## src/kmd_pkg.sv

```systemverilog
package kmd_pkg;

	localparam int ROWS_DEF = 4;
	localparam int COLS_DEF = 4;

	localparam int ROW_W   = 2;
	localparam int COL_W   = 2;
	localparam int SLOT_W  = ROW_W + COL_W;
	localparam int SLOTS   = 1 << SLOT_W;
	localparam int KEYNUM_W = 5;
	localparam int TICK_W  = 32;
	localparam int HIST_W  = 8;
	localparam int LOCK_W  = 8;

	localparam logic [LOCK_W-1:0] LOCKOUT_RESET = LOCK_W'(5);
	localparam logic [HIST_W-1:0] HIST_RELEASED = 8'h00;
	localparam logic [HIST_W-1:0] HIST_PRESSED  = 8'hFF;

	localparam int QUEUE_DEPTH = 2;
	localparam int QUEUE_AW    = $clog2(QUEUE_DEPTH);

	typedef enum logic {
		EV_PRESS   = 1'b0,
		EV_RELEASE = 1'b1
	} event_kind_t;

	typedef struct packed {
		logic [SLOT_W-1:0]   slot;
		logic [KEYNUM_W-1:0] key_number;
		logic                level;
		logic [TICK_W-1:0]   now_tick;
	} sample_t;

endpackage

```

## src/kmd_sample_if.sv

```systemverilog
interface kmd_sample_if;
	logic                          valid;
	logic                          ready;
	logic [kmd_pkg::ROW_W-1:0]     row_index;
	logic [kmd_pkg::COL_W-1:0]     col_index;
	logic                          level;
	logic [kmd_pkg::TICK_W-1:0]    now_tick;

	modport source (output valid, row_index, col_index, level, now_tick, input ready);
	modport sink (input valid, row_index, col_index, level, now_tick, output ready);
endinterface

```

## src/kmd_event_if.sv

```systemverilog
interface kmd_event_if;
	logic                          valid;
	logic                          ready;
	logic [kmd_pkg::KEYNUM_W-1:0]  key_number;
	logic                          event_kind;

	modport source (output valid, key_number, event_kind, input ready);
	modport sink (input valid, key_number, event_kind, output ready);
endinterface

```

## src/kmd_cfg_if.sv

```systemverilog
interface kmd_cfg_if;
	logic                         valid;
	logic                         ready;
	logic [kmd_pkg::LOCK_W-1:0]   lockout_ticks;

	modport source (output valid, lockout_ticks, input ready);
	modport sink (input valid, lockout_ticks, output ready);
endinterface

```

## src/kmd_front.sv

```systemverilog
module kmd_front #(
	parameter int ROWS = kmd_pkg::ROWS_DEF,
	parameter int COLS = kmd_pkg::COLS_DEF
) (
	kmd_sample_if.sink       samples,
	input  logic             q_full,
	output logic             push,
	output kmd_pkg::sample_t push_data
);

	localparam int DIM_W = $clog2(16 + 1);
	localparam int NUM_W = 8;

	logic             in_range;
	logic [NUM_W-1:0] num_full;

	assign samples.ready = !q_full;

	assign in_range = ({{(DIM_W - kmd_pkg::ROW_W){1'b0}}, samples.row_index} < DIM_W'(ROWS))
		&& ({{(DIM_W - kmd_pkg::COL_W){1'b0}}, samples.col_index} < DIM_W'(COLS));

	assign num_full = {{(NUM_W - kmd_pkg::ROW_W){1'b0}}, samples.row_index} * NUM_W'(COLS)
		+ {{(NUM_W - kmd_pkg::COL_W){1'b0}}, samples.col_index} + NUM_W'(1);

	assign push = samples.valid && samples.ready && in_range;

	always_comb begin
		push_data.slot       = {samples.row_index, samples.col_index};
		push_data.key_number = num_full[kmd_pkg::KEYNUM_W-1:0];
		push_data.level      = samples.level;
		push_data.now_tick   = samples.now_tick;
	end

endmodule

```

## src/kmd_queue.sv

```systemverilog
module kmd_queue (
	input  logic             clk,
	input  logic             arst_n,
	input  logic             push,
	input  kmd_pkg::sample_t push_data,
	output logic             full,
	output logic             q_valid,
	input  logic             pop,
	output kmd_pkg::sample_t q_data
);

	localparam int AW = (kmd_pkg::QUEUE_AW > 0) ? kmd_pkg::QUEUE_AW : 1;

	kmd_pkg::sample_t     mem_q [kmd_pkg::QUEUE_DEPTH];
	logic [AW-1:0]        wr_ptr_q;
	logic [AW-1:0]        rd_ptr_q;
	logic [AW:0]          count_q;

	assign full    = (count_q == (AW+1)'(kmd_pkg::QUEUE_DEPTH));
	assign q_valid = (count_q != '0);
	assign q_data  = mem_q[rd_ptr_q];

	always_ff @(posedge clk) begin
		if (push) begin
			mem_q[wr_ptr_q] <= push_data;
		end
	end

	always_ff @(posedge clk or negedge arst_n) begin
		if (!arst_n) begin
			wr_ptr_q <= '0;
			rd_ptr_q <= '0;
			count_q  <= '0;
		end else begin
			if (push) begin
				wr_ptr_q <= (wr_ptr_q == AW'(kmd_pkg::QUEUE_DEPTH - 1)) ? '0 : wr_ptr_q + AW'(1);
			end
			if (pop) begin
				rd_ptr_q <= (rd_ptr_q == AW'(kmd_pkg::QUEUE_DEPTH - 1)) ? '0 : rd_ptr_q + AW'(1);
			end
			case ({push, pop})
				2'b10:   count_q <= count_q + (AW+1)'(1);
				2'b01:   count_q <= count_q - (AW+1)'(1);
				default: count_q <= count_q;
			endcase
		end
	end

endmodule

```

## src/kmd_back.sv

```systemverilog
module kmd_back (
	input  logic             clk,
	input  logic             arst_n,
	input  logic             q_valid,
	input  kmd_pkg::sample_t q_data,
	output logic             pop,
	kmd_cfg_if.sink          cfg,
	kmd_event_if.source      events
);

	logic [kmd_pkg::HIST_W-1:0]  hist_q    [kmd_pkg::SLOTS];
	logic                        pressed_q [kmd_pkg::SLOTS];
	logic [kmd_pkg::TICK_W-1:0]  stamp_q   [kmd_pkg::SLOTS];
	logic [kmd_pkg::LOCK_W-1:0]  lockout_q;

	logic                        out_valid_q;
	logic [kmd_pkg::KEYNUM_W-1:0] out_num_q;
	kmd_pkg::event_kind_t        out_kind_q;

	logic [kmd_pkg::HIST_W-1:0]  hist_nx;
	logic [kmd_pkg::TICK_W-1:0]  elapsed;
	logic                        passed;
	logic                        is_press;
	logic                        is_release;

	assign cfg.ready = 1'b1;

	assign pop = q_valid && (!out_valid_q || events.ready);

	assign hist_nx    = {hist_q[q_data.slot][kmd_pkg::HIST_W-2:0], q_data.level};
	assign elapsed    = q_data.now_tick - stamp_q[q_data.slot];
	assign passed     = elapsed > {{(kmd_pkg::TICK_W - kmd_pkg::LOCK_W){1'b0}}, lockout_q};
	assign is_press   = (hist_nx == kmd_pkg::HIST_RELEASED) && !pressed_q[q_data.slot] && passed;
	assign is_release = (hist_nx == kmd_pkg::HIST_PRESSED) && pressed_q[q_data.slot] && passed;

	assign events.valid      = out_valid_q;
	assign events.key_number = out_num_q;
	assign events.event_kind = out_kind_q;

	always_ff @(posedge clk or negedge arst_n) begin
		if (!arst_n) begin
			for (int i = 0; i < kmd_pkg::SLOTS; i++) begin
				hist_q[i]    <= '0;
				pressed_q[i] <= 1'b0;
				stamp_q[i]   <= '0;
			end
			lockout_q   <= kmd_pkg::LOCKOUT_RESET;
			out_valid_q <= 1'b0;
		end else begin
			if (cfg.valid) begin
				lockout_q <= cfg.lockout_ticks;
			end
			if (pop) begin
				hist_q[q_data.slot] <= hist_nx;
				if (is_press) begin
					pressed_q[q_data.slot] <= 1'b1;
					stamp_q[q_data.slot]   <= q_data.now_tick;
				end else if (is_release) begin
					pressed_q[q_data.slot] <= 1'b0;
				end
				out_valid_q <= is_press || is_release;
			end else if (events.ready) begin
				out_valid_q <= 1'b0;
			end
		end
	end

	always_ff @(posedge clk) begin
		if (pop) begin
			out_num_q  <= q_data.key_number;
			out_kind_q <= is_release ? kmd_pkg::EV_RELEASE : kmd_pkg::EV_PRESS;
		end
	end

endmodule

```

## src/key_matrix_debouncer.sv

```systemverilog
// Key matrix debouncer: one sampled level per transfer on samples (row, column,
// active-low level, millisecond tick); press/release events leave on events.
// The lockout register is written through cfg, which is always ready; write it
// only while no sample is in flight.
// Samples outside the ROWS x COLS matrix are taken and dropped.
// A sample is first written into the queue; the back end then registers its
// event in the output register, which drives events.valid.
// Throughput: one sample per cycle while events is ready; the per-key history,
// state and timestamp update is a read-modify-write in the back end.
// A two-entry queue sits between the front end and the back end; when events
// stalls, the held event waits in the output register, the queue fills and
// samples.ready drops once it is full.
// Reset clears every key's history, debounced state and timestamp, empties the
// queue and output register and sets the lockout to 5 ticks.
module key_matrix_debouncer #(
	parameter int ROWS = kmd_pkg::ROWS_DEF,
	parameter int COLS = kmd_pkg::COLS_DEF
) (
	input  logic         clk,
	input  logic         arst_n,
	kmd_sample_if.sink   samples,
	kmd_event_if.source  events,
	kmd_cfg_if.sink      cfg
);

	logic             push;
	logic             full;
	logic             q_valid;
	logic             pop;
	kmd_pkg::sample_t push_data;
	kmd_pkg::sample_t q_data;

	kmd_front #(
		.ROWS (ROWS),
		.COLS (COLS)
	) u_front (
		.samples   (samples),
		.q_full    (full),
		.push      (push),
		.push_data (push_data)
	);

	kmd_queue u_queue (
		.clk       (clk),
		.arst_n    (arst_n),
		.push      (push),
		.push_data (push_data),
		.full      (full),
		.q_valid   (q_valid),
		.pop       (pop),
		.q_data    (q_data)
	);

	kmd_back u_back (
		.clk     (clk),
		.arst_n  (arst_n),
		.q_valid (q_valid),
		.q_data  (q_data),
		.pop     (pop),
		.cfg     (cfg),
		.events  (events)
	);

endmodule
```

## src/flat_wrapper.sv

```systemverilog
// flat-port wrapper written by rule: the top's interface ports become plain ports
module key_matrix_debouncer_flat 
#(
	parameter int ROWS = kmd_pkg::ROWS_DEF,
	parameter int COLS = kmd_pkg::COLS_DEF
)
  (clk, arst_n, samples_valid, samples_row_index, samples_col_index, samples_level, samples_now_tick, samples_ready, events_valid, events_key_number, events_event_kind, events_ready, cfg_valid, cfg_lockout_ticks, cfg_ready);
  kmd_sample_if samples_i ();
  kmd_event_if events_i ();
  kmd_cfg_if cfg_i ();
  input  logic clk;
  input  logic arst_n;
  input wire logic [$bits(samples_i.valid)-1:0] samples_valid;
  input wire logic [$bits(samples_i.row_index)-1:0] samples_row_index;
  input wire logic [$bits(samples_i.col_index)-1:0] samples_col_index;
  input wire logic [$bits(samples_i.level)-1:0] samples_level;
  input wire logic [$bits(samples_i.now_tick)-1:0] samples_now_tick;
  output wire logic [$bits(samples_i.ready)-1:0] samples_ready;
  output wire logic [$bits(events_i.valid)-1:0] events_valid;
  output wire logic [$bits(events_i.key_number)-1:0] events_key_number;
  output wire logic [$bits(events_i.event_kind)-1:0] events_event_kind;
  input wire logic [$bits(events_i.ready)-1:0] events_ready;
  input wire logic [$bits(cfg_i.valid)-1:0] cfg_valid;
  input wire logic [$bits(cfg_i.lockout_ticks)-1:0] cfg_lockout_ticks;
  output wire logic [$bits(cfg_i.ready)-1:0] cfg_ready;
  assign samples_i.valid = samples_valid;
  assign samples_i.row_index = samples_row_index;
  assign samples_i.col_index = samples_col_index;
  assign samples_i.level = samples_level;
  assign samples_i.now_tick = samples_now_tick;
  assign samples_ready = samples_i.ready;
  assign events_valid = events_i.valid;
  assign events_key_number = events_i.key_number;
  assign events_event_kind = events_i.event_kind;
  assign events_i.ready = events_ready;
  assign cfg_i.valid = cfg_valid;
  assign cfg_i.lockout_ticks = cfg_lockout_ticks;
  assign cfg_ready = cfg_i.ready;
  key_matrix_debouncer #(.ROWS(ROWS), .COLS(COLS)) u_core (.clk(clk), .arst_n(arst_n), .samples(samples_i), .events(events_i), .cfg(cfg_i));
endmodule
```

## config.mk

```make
export PLATFORM = sky130hd
export DESIGN_NAME = key_matrix_debouncer_flat
export DESIGN_NICKNAME = d
export VERILOG_FILES = /design/src/kmd_pkg.sv /design/src/kmd_sample_if.sv /design/src/kmd_event_if.sv /design/src/kmd_cfg_if.sv /design/src/kmd_front.sv /design/src/kmd_queue.sv /design/src/kmd_back.sv /design/src/key_matrix_debouncer.sv /design/src/flat_wrapper.sv
export SDC_FILE = /design/constraint.sdc
export NUM_CORES = 1
export LEC_CHECK = 0
export BUFFER_PORTS_ARGS = -buffer_cell sky130_fd_sc_hd__buf_2
export CAP_MARGIN = 30
export CORE_MARGIN = 2
export CORE_UTILIZATION = 60
export DETAILED_ROUTE_END_ITERATION = 12
export MAX_ROUTING_LAYER = met4
export PLACE_DENSITY = 0.76
export REMOVE_ABC_BUFFERS = 1
export SLEW_MARGIN = 10
export SYNTH_ARGS = -nofsm -noshare
export SYNTH_HDL_FRONTEND = slang
export SYNTH_HIERARCHICAL = 1
export SYNTH_SLANG_ARGS = --single-unit
```

## constraint.sdc

```tcl
create_clock -name clk -period 11.61 [get_ports clk]
set_input_delay 2.322 -clock clk [delete_from_list [all_inputs] [get_ports clk]]
set_output_delay 2.322 -clock clk [all_outputs]
set_load 0.1 [all_outputs]
```

==> impl_metrics.xml, run 1 <==
<?xml version="1.0" encoding="UTF-8"?>
<metrics>
  <group name="power">
    <metric name="peakVddDrop" unit="uV">176</metric>
    <metric name="power.density_cell_area" unit="mW/mm2">277</metric>
    <metric name="power.total" unit="mW">11.4</metric>
    <metric name="power.static_leakage" unit="nW">18.4</metric>
  </group>
  <group name="drt">
    <metric name="postRouteAntennaNets" unit="">0</metric>
    <metric name="number_of_vias_in_the_routed_layout" unit="">21100</metric>
    <metric name="dr.pass1.iters" unit="">7</metric>
    <metric name="vias_per_cell" unit="">6.31</metric>
    <metric name="final_routed_wirelength_across_all_metal_layers" unit="um">85400</metric>
    <metric name="detail_route.wl_per_cell" unit="um">25.5</metric>
    <metric name="initial_drt_markers" unit="">1770</metric>
    <metric name="post-route-drc-count" unit="">0</metric>
  </group>
  <group name="yosys">
    <metric name="ys.warnings.count" unit="">6</metric>
    <metric name="dominant_combinational_cell_family_by_area_after_synthesis" unit="">multiplexers</metric>
    <metric name="post-synth-top-area-cell" unit="">sky130_fd_sc_hd__dfrtp_1</metric>
    <metric name="synth_top_area_share" unit="%">42.6</metric>
    <metric name="synth.ff_latch_count" unit="">743</metric>
    <metric name="synth_fa_ha_area_share" unit="%">1.46</metric>
    <metric name="synth_flop_cell" unit="">sky130_fd_sc_hd__dfrtp_1</metric>
    <metric name="synthesis.area_per_instance" unit="um2">15.5</metric>
    <metric name="syn-cell-area" unit="mm2">0.0382</metric>
    <metric name="synthArstFlopShare" unit="%">87.9</metric>
    <metric name="syn_inst" unit="">2461</metric>
    <metric name="complex_gate_fraction_of_the_synthesized_area" unit="%">4.19</metric>
    <metric name="synth-edff-count" unit="">90</metric>
    <metric name="synth_sequential_area_ratio" unit="%">49.8</metric>
    <metric name="synth.mux.area_fraction" unit="%">34.9</metric>
    <metric name="synth_simple_gate_area_share" unit="%">4.53</metric>
    <metric name="synth_cell_types" unit="">83</metric>
    <metric name="ys_top_cells_by_area" unit="">sky130_fd_sc_hd__dfrtp_1 43%, sky130_fd_sc_hd__mux2_4 19%, sky130_fd_sc_hd__mux4_2 12%, sky130_fd_sc_hd__edfxtp_1 7.1%, sky130_fd_sc_hd__mux2_2 3.4%</metric>
    <metric name="yosys.area_share.xor_xnor" unit="%">0.570</metric>
  </group>
  <group name="run_status">
    <metric name="result_of_the_run" unit="">finished, final reports clean</metric>
  </group>
  <group name="sta">
    <metric name="fin_hold_ws" unit="ps">479</metric>
    <metric name="max_freq" unit="MHz">120</metric>
    <metric name="clock_skew" unit="ps">22.0</metric>
    <metric name="setup-tns-final" unit="ps">0</metric>
    <metric name="final_max_slew_viol_count" unit="">0</metric>
    <metric name="finalWorstPathRequiredPeriod" unit="ps">8320</metric>
    <metric name="timing.max_slew.rel_slack" unit="%">30.5</metric>
    <metric name="final_hold_viol_count" unit="">0</metric>
    <metric name="report.final.setup_viol" unit="">0</metric>
    <metric name="grt_setup_unrepaired" unit="">false</metric>
    <metric name="timing_worst_slew_pin_value" unit="ps">1040</metric>
    <metric name="timing.final.crit_share" unit="%">71.6</metric>
  </group>
  <group name="critical_path">
    <metric name="cp_required" unit="ps">12110</metric>
    <metric name="critical_path_buf_inv_count" unit="">3</metric>
    <metric name="critPathMaxStageDelay" unit="ps">700</metric>
    <metric name="timing.critical_path.max_delay_family" unit="">multiplexers</metric>
    <metric name="cp-end-kind" unit="">flip-flop</metric>
    <metric name="cp_slowest_cell" unit="">sky130_fd_sc_hd__mux2_8</metric>
    <metric name="worstPathArrival" unit="ps">8810</metric>
    <metric name="r2r_slack" unit="ps">3290</metric>
    <metric name="timing.setup.critical_path_class" unit="">reg -&gt; reg</metric>
    <metric name="start_kind" unit="">flip-flop</metric>
    <metric name="critPathMaxFanout" unit="">73</metric>
    <metric name="cp_cell_sequence" unit="">mux2_8 -&gt; buf_12 -&gt; mux4_2 -&gt; mux4_2 -&gt; ha_1 -&gt; fa_1 -&gt; nand2b_1 -&gt; a21oi_1 -&gt; nor2_1 -&gt; xnor2_1 -&gt; ha_1 -&gt; nand4_1 -&gt; nor3_1 -&gt; nor2_1 -&gt; a211oi_1 -&gt; o2111ai_1 -&gt; or3_1 -&gt; nand4b_1 -&gt; nor4b_4 -&gt; buf_4 -&gt; a311oi_4 -&gt; buf_4 -&gt; mux2_4</metric>
  </group>
  <group name="clock_tree">
    <metric name="cts_resized" unit="">0</metric>
    <metric name="clkSlewWorstSetupHoldPaths" unit="ps">60</metric>
    <metric name="clock_h_tree_levels" unit="">3</metric>
    <metric name="clk_latency" unit="ps">630</metric>
    <metric name="maximum_buffer_depth_of_the_clock_tree" unit="">3</metric>
    <metric name="cts.sink_count" unit="">743</metric>
    <metric name="ctsHoldBuffers" unit="">0</metric>
    <metric name="cts-buffers-inserted" unit="">79</metric>
    <metric name="post_cts_buffers" unit="">0</metric>
    <metric name="cts_root_buffer" unit="">sky130_fd_sc_hd__clkbuf_16</metric>
    <metric name="tritoncts" unit="">yes</metric>
  </group>
  <group name="final_layout">
    <metric name="nFillCells" unit="">4308</metric>
    <metric name="fin_util" unit="%">65.2</metric>
    <metric name="design_area" unit="mm2">0.0410</metric>
    <metric name="final-seq-area" unit="mm2">0.0190</metric>
    <metric name="area_used_by_multi_input_combinational_logic" unit="mm2">0.0175</metric>
    <metric name="drive_gt1_share" unit="%">43.1</metric>
    <metric name="final_net_count" unit="">2530</metric>
    <metric name="syn_to_final_growth" unit="%">7.36</metric>
  </group>
  <group name="global_routing">
    <metric name="grt_pass1_wl" unit="um">137000</metric>
    <metric name="grt_max_degree" unit="">193</metric>
    <metric name="first_global_vias" unit="">23000</metric>
    <metric name="grt.total_usage" unit="%">27.5</metric>
    <metric name="antenna_found_initial" unit="">3</metric>
    <metric name="grt-ovfl-total" unit="">0</metric>
  </group>
  <group name="die">
    <metric name="initial_core_util" unit="%">60.7</metric>
    <metric name="floorplan.die_area" unit="mm2">0.0657</metric>
    <metric name="core_area" unit="mm2">0.0630</metric>
    <metric name="die_height" unit="um">256</metric>
    <metric name="die_x" unit="um">256</metric>
    <metric name="io_pins" unit="">59</metric>
    <metric name="rows" unit="">92</metric>
  </group>
  <group name="flow_run">
    <metric name="maxCapViolations" unit="">0</metric>
  </group>
  <group name="placement">
    <metric name="port_buffers" unit="">57</metric>
    <metric name="placed_area" unit="mm2">0.0385</metric>
    <metric name="gp_congestion" unit="">0.912</metric>
    <metric name="detailedPlacementHpwl" unit="um">52100</metric>
  </group>
  <group name="min_path">
    <metric name="hold_class" unit="">reg -&gt; reg</metric>
  </group>
</metrics>
[logic make-up (layout without fill, tap and decap cells)]
| logic type | after synthesis | count (layout) |
|---|---|---|
| flops | 743 | 743 |
| mux | 821 | 821 |
| fa+ha+maj | 44 | 44 |
| buf+inv | 274 | 310 |
| xor+xnor | 24 | 24 |
| other cells | 1 | 3 |
| compound gates | 186 | 186 |
| simple gates | 368 | 368 |
[final cells by class]
cell class / count / area share, %
Timing Repair Buffer: 103 / 1.73
Tap cell: 846 / 2.58
Clock buffer: 114 / 5.48
Inverter: 65 / 0.595
Sequential cell: 743 / 46.4
Multi-Input combinational cell: 1444 / 42.6
Antenna cell: 2 / 0.0122
Clock inverter: 28 / 0.558
[cells in the mapped netlist, drive strengths merged (3+ instances only)]
cell,n
dfrtp,651
mux2,619
nand2,213
mux4,200
buf,136
edfxtp,90
clkbuf,73
inv,64
ha,43
a21oi,40
nor2,38
o21ai,33
a311oi,28
nand4,19
nand2b,18
nor3,18
nand3,17
o21bai,16
xor2,13
a21o,12
xnor2,11
o21a,10
nor4,8
and2,7
nor2b,7
a31oi,6
or2,6
a211o,4
a211oi,4
a41oi,4
and3,4
o211ai,4
nor4b,3
o311ai,3
o31ai,3
o41ai,3
[worst reg2reg max path, cell delays in order (launching register included)]
cell                        delay [ps]
sky130_fd_sc_hd__dfrtp_4           620
sky130_fd_sc_hd__mux2_8            710
sky130_fd_sc_hd__buf_12            510
sky130_fd_sc_hd__mux4_2            740
sky130_fd_sc_hd__mux4_2            480
sky130_fd_sc_hd__ha_1              220
sky130_fd_sc_hd__fa_1              410
sky130_fd_sc_hd__nand2b_1          190
sky130_fd_sc_hd__a21oi_1           300
sky130_fd_sc_hd__nor2_1            140
sky130_fd_sc_hd__xnor2_1           150
sky130_fd_sc_hd__ha_1              290
sky130_fd_sc_hd__nand4_1           110
sky130_fd_sc_hd__nor3_1            270
sky130_fd_sc_hd__nor2_1             80
sky130_fd_sc_hd__a211oi_1          360
sky130_fd_sc_hd__o2111ai_1         180
sky130_fd_sc_hd__or3_1             380
sky130_fd_sc_hd__nand4b_1          250
sky130_fd_sc_hd__nor4b_4           240
sky130_fd_sc_hd__buf_4             520
sky130_fd_sc_hd__a311oi_4          170
sky130_fd_sc_hd__buf_4             420
sky130_fd_sc_hd__mux2_4            450
[stage by stage]
stage               worst slack (ps)  instances
floorplan                        578       2252
global placement                3330       3198
detailed placement              3310       3200
CTS                             3290       3342
global route                    2870       3345
finish                          3290       3345
[per-layer routing]
metal / GRT usage, % / wire length (um)
met5: - / 0
met4: 8.19 / 2240
met3: 4.46 / 4590
met2: 43.1 / 41300
met1: 37.6 / 37200
[layout by cell type (no fill, tap or decap), types with 36 or more instances in the layout]
cell type,Yosys,routed
sky130_fd_sc_hd__mux2_2,116,116
sky130_fd_sc_hd__mux2_4,488,486
sky130_fd_sc_hd__edfxtp_1,90,90
sky130_fd_sc_hd__nor2_1,38,36
sky130_fd_sc_hd__dfrtp_1,651,650
sky130_fd_sc_hd__ha_1,43,43
sky130_fd_sc_hd__buf_4,48,41
sky130_fd_sc_hd__clkbuf_16,0,79
sky130_fd_sc_hd__mux4_2,200,200
sky130_fd_sc_hd__nand2_1,212,212
sky130_fd_sc_hd__a21oi_1,39,39
sky130_fd_sc_hd__inv_1,63,63
sky130_fd_sc_hd__buf_2,8,56
[state kept, by name (all words and copies together), names as in the netlist, named ones only]
| signal | flops |
|---|---|
| u_core/u_back/events.event_kind | 1 |
| u_core/u_back/events.key_number | 5 |
| u_core/u_back/events.valid | 1 |
| u_core/u_back/hist_q | 112 |
| u_core/u_back/lockout_q | 8 |
| u_core/u_back/stamp_q | 512 |
| u_core/u_queue/count_q | 2 |
| u_core/u_queue/mem_q | 84 |
| u_core/u_queue/rd_ptr_q | 1 |
| u_core/u_queue/wr_ptr_q | 1 |
[worst paths after layout]
check | end | depth (start not counted) | startpoint
max | u_core/u_back/stamp_q[236] | 23 | u_core/u_queue/rd_ptr_q
min | u_core/u_back/hist_q[83] | 2 | u_core/u_back/hist_q[83]
max reg2reg | u_core/u_back/stamp_q[236] | 23 | u_core/u_queue/rd_ptr_q
min reg2reg | u_core/u_back/hist_q[83] | 2 | u_core/u_back/hist_q[83]
max in group asynchronous | u_core/u_back/hist_q[82] | 3 | arst_n
min in group asynchronous | u_core/u_back/stamp_q[71] | 1 | arst_n
[where the power goes]
part	leakage, nW	internal (mW)	total (mW)	switching, mW
sequential	9.65	3.42	3.85	0.426
combinational	7.52	2.33	5.12	2.79
clock	1.21	1.37	2.40	1.03
No activity file was read; power rests on OpenSTA's default activity.
==> run 2: changes to the inputs <==
Settings changed: CORE_UTILIZATION 60 to 58, PLACE_DENSITY 0.76 to 0.77.
Clock period 11.61 ns to 7.3 ns, I/O delays scaled along.
==> impl_metrics.xml, run 2 (synthesis results as in run 1) <==
<?xml version="1.0" encoding="UTF-8"?>
<metrics>
  <group name="run_status">
    <metric name="result_of_the_run" unit="">finished, final reports clean</metric>
  </group>
  <group name="critical_path">
    <metric name="cp_required" unit="ps">7810</metric>
    <metric name="start_kind" unit="">flip-flop</metric>
    <metric name="worstPathArrival" unit="ps">7570</metric>
    <metric name="critPathMaxStageDelay" unit="ps">560</metric>
    <metric name="worst_r2r_startpoint" unit="">u_core/u_queue/rd_ptr_q</metric>
    <metric name="critPathMaxFanout" unit="">29</metric>
    <metric name="r2r_slack" unit="ps">240</metric>
    <metric name="r2r_cells" unit="">25</metric>
    <metric name="cp_slowest_cell" unit="">sky130_fd_sc_hd__mux4_2</metric>
    <metric name="timing.setup.critical_path_class" unit="">reg -&gt; reg</metric>
    <metric name="cp-end-kind" unit="">flip-flop</metric>
    <metric name="r2r_end" unit="">u_core/u_back/stamp_q[331]</metric>
  </group>
  <group name="power">
    <metric name="peakVddDrop" unit="uV">252</metric>
    <metric name="power_frac_clock" unit="%">21.2</metric>
    <metric name="power.density_cell_area" unit="mW/mm2">447</metric>
    <metric name="power.static_leakage" unit="nW">18.6</metric>
    <metric name="netSwitchingPower" unit="mW">7.00</metric>
    <metric name="share_comb_of_total_power" unit="%">45.8</metric>
    <metric name="sequentialPowerShare" unit="%">32.9</metric>
    <metric name="internal_power" unit="mW">11.6</metric>
    <metric name="netSwitchingFraction" unit="%">37.6</metric>
  </group>
  <group name="placement">
    <metric name="port_buffers" unit="">57</metric>
    <metric name="detailedPlacementHpwl" unit="um">55700</metric>
    <metric name="gp_congestion" unit="">0.924</metric>
    <metric name="placed_cells_incl_taps" unit="">3246</metric>
  </group>
  <group name="clock_tree">
    <metric name="ctsHoldBuffers" unit="">0</metric>
    <metric name="clkSlewWorstSetupHoldPaths" unit="ps">60</metric>
    <metric name="clock_h_tree_levels" unit="">3</metric>
    <metric name="maximum_buffer_depth_of_the_clock_tree" unit="">3</metric>
    <metric name="cts_resized" unit="">0</metric>
    <metric name="cts.sink_count" unit="">743</metric>
    <metric name="cts-buffers-inserted" unit="">78</metric>
    <metric name="cts_root_buffer" unit="">sky130_fd_sc_hd__clkbuf_16</metric>
    <metric name="clk_latency" unit="ps">640</metric>
    <metric name="tritoncts" unit="">yes</metric>
    <metric name="post_cts_buffers" unit="">0</metric>
  </group>
  <group name="global_routing">
    <metric name="antenna_found_initial" unit="">0</metric>
    <metric name="grt-ovfl-total" unit="">0</metric>
    <metric name="grt_max_degree" unit="">188</metric>
    <metric name="grt_busiest_layer" unit="">met2</metric>
    <metric name="grt_pass1_wl" unit="um">142000</metric>
    <metric name="gr-usage-met3" unit="%">4.11</metric>
    <metric name="met2_usage" unit="%">44.5</metric>
    <metric name="first_global_vias" unit="">23000</metric>
    <metric name="grt.total_usage" unit="%">28.4</metric>
    <metric name="use_met1" unit="%">38.9</metric>
  </group>
  <group name="die">
    <metric name="io_pins" unit="">59</metric>
    <metric name="die_height" unit="um">261</metric>
    <metric name="floorplan.die_area" unit="mm2">0.0680</metric>
    <metric name="core_area" unit="mm2">0.0655</metric>
    <metric name="initial_core_util" unit="%">58.3</metric>
    <metric name="rows" unit="">94</metric>
    <metric name="die_x" unit="um">261</metric>
  </group>
  <group name="min_path">
    <metric name="hold_class" unit="">reg -&gt; reg</metric>
    <metric name="min_delay_worst_endpoint" unit="">u_core/u_back/hist_q[38]</metric>
    <metric name="worst_hold_path.num_cells" unit="">2</metric>
    <metric name="hold_start" unit="">u_core/u_back/hist_q[38]</metric>
  </group>
  <group name="flow_run">
    <metric name="maxCapViolations" unit="">0</metric>
  </group>
  <group name="drt">
    <metric name="post-route-drc-count" unit="">0</metric>
    <metric name="vias_per_cell" unit="">6.37</metric>
    <metric name="number_of_vias_in_the_routed_layout" unit="">21600</metric>
    <metric name="final_routed_wirelength_across_all_metal_layers" unit="um">91100</metric>
    <metric name="postRouteAntennaNets" unit="">0</metric>
    <metric name="detail_route.wl_per_cell" unit="um">26.9</metric>
    <metric name="initial_drt_markers" unit="">1924</metric>
    <metric name="dr.pass1.iters" unit="">5</metric>
  </group>
  <group name="final_layout">
    <metric name="num_antenna_cells" unit="">0</metric>
    <metric name="final_cell_mix" unit="">650 x sky130_fd_sc_hd__dfrtp_1, 486 x sky130_fd_sc_hd__mux2_4, 212 x sky130_fd_sc_hd__nand2_1</metric>
    <metric name="syn_to_final_growth" unit="%">8.78</metric>
    <metric name="final_net_count" unit="">2557</metric>
    <metric name="largest_registers_in_the_final_layout" unit="">u_core/u_back/stamp_q x512, u_core/u_back/hist_q x112, u_core/u_queue/mem_q x84</metric>
    <metric name="largest_register_ff_count" unit="">512</metric>
    <metric name="final-instance-count-excl-fill" unit="">3392</metric>
    <metric name="drive_gt1_share" unit="%">43.8</metric>
    <metric name="fin_util" unit="%">63.5</metric>
    <metric name="layout_commonest_cell" unit="">sky130_fd_sc_hd__dfrtp_1</metric>
    <metric name="regMostFlops" unit="">u_core/u_back/stamp_q</metric>
  </group>
  <group name="sta">
    <metric name="timing.max_slew.rel_slack" unit="%">30.4</metric>
    <metric name="timing.final.crit_share" unit="%">96.7</metric>
    <metric name="timing_worst_slew_pin_value" unit="ps">1030</metric>
    <metric name="final_max_slew_viol_count" unit="">0</metric>
    <metric name="report.final.setup_viol" unit="">0</metric>
    <metric name="final_hold_viol_count" unit="">0</metric>
    <metric name="fin_hold_ws" unit="ps">475</metric>
    <metric name="max_freq" unit="MHz">142</metric>
    <metric name="grt_setup_unrepaired" unit="">false</metric>
    <metric name="finalWorstPathRequiredPeriod" unit="ps">7060</metric>
    <metric name="clock_skew" unit="ps">24.2</metric>
  </group>
</metrics>
## run 2: critical path: cells and delay by family, from the launching register on
kind	cells	cell delay [ps]
compound gates	6	950
xor+xnor	1	180
fa+ha+maj	2	630
buf+inv	5	1140
flops	1	530
mux	4	1820
simple gates	7	1560
## run 2: power by group through the flow
| stage | Clock [mW] | Sequential (mW) | Combinational (mW) |
|---|---|---|---|
| floorplan | 0 | 6.07 | 6.08 |
| global placement | 0 | 6.04 | 8.27 |
| detailed placement | 0 | 6.14 | 8.41 |
| CTS | 4.01 | 6.10 | 8.46 |
| global route | 4.19 | 6.24 | 9.09 |
| finish | 3.95 | 6.12 | 8.53 |
## run 2: worst max path at each step
stage	to	start	depth (start not counted)
2_1_floorplan	u_core/u_back/stamp_q[331]	u_core/u_queue/rd_ptr_q	20
3_3_place_gp	u_core/u_back/stamp_q[362]	u_core/u_queue/rd_ptr_q	25
3_5_place_dp	u_core/u_back/stamp_q[382]	u_core/u_queue/rd_ptr_q	25
4_1_cts	u_core/u_back/stamp_q[362]	u_core/u_queue/rd_ptr_q	25
5_1_grt	u_core/u_back/stamp_q[346]	u_core/u_queue/rd_ptr_q	25
6_report	u_core/u_back/stamp_q[331]	u_core/u_queue/rd_ptr_q	25
## run 2: metal layers
metal | up-vias | share of wire, %
met5 | - | 0
met4 | 0 | 2.6
met3 | 160 | 5.6
met2 | 740 | 49
met1 | 11600 | 43
li1 | 9069 | -
## run 2: layout make-up
type                       count  area, um2
multi-input combinational   1444      17500
clock inverter                36        370
timing repair buffer         131       1170
clock buffer                 109       2170
fill                        4490      23900
inverter                      65        244
sequential                   743      19000
tap                          864       1080
## run 2: through the flow
step,instance area [um2],power (mW),setup slack (ps),TNS [ps]
CTS,41500,18.6,111,0
global route,41600,19.5,14.3,0
finish,41600,18.6,238,0
global placement,39000,14.3,195,0
floorplan,36700,12.1,-3730,-1963410
detailed placement,39000,14.5,166,0
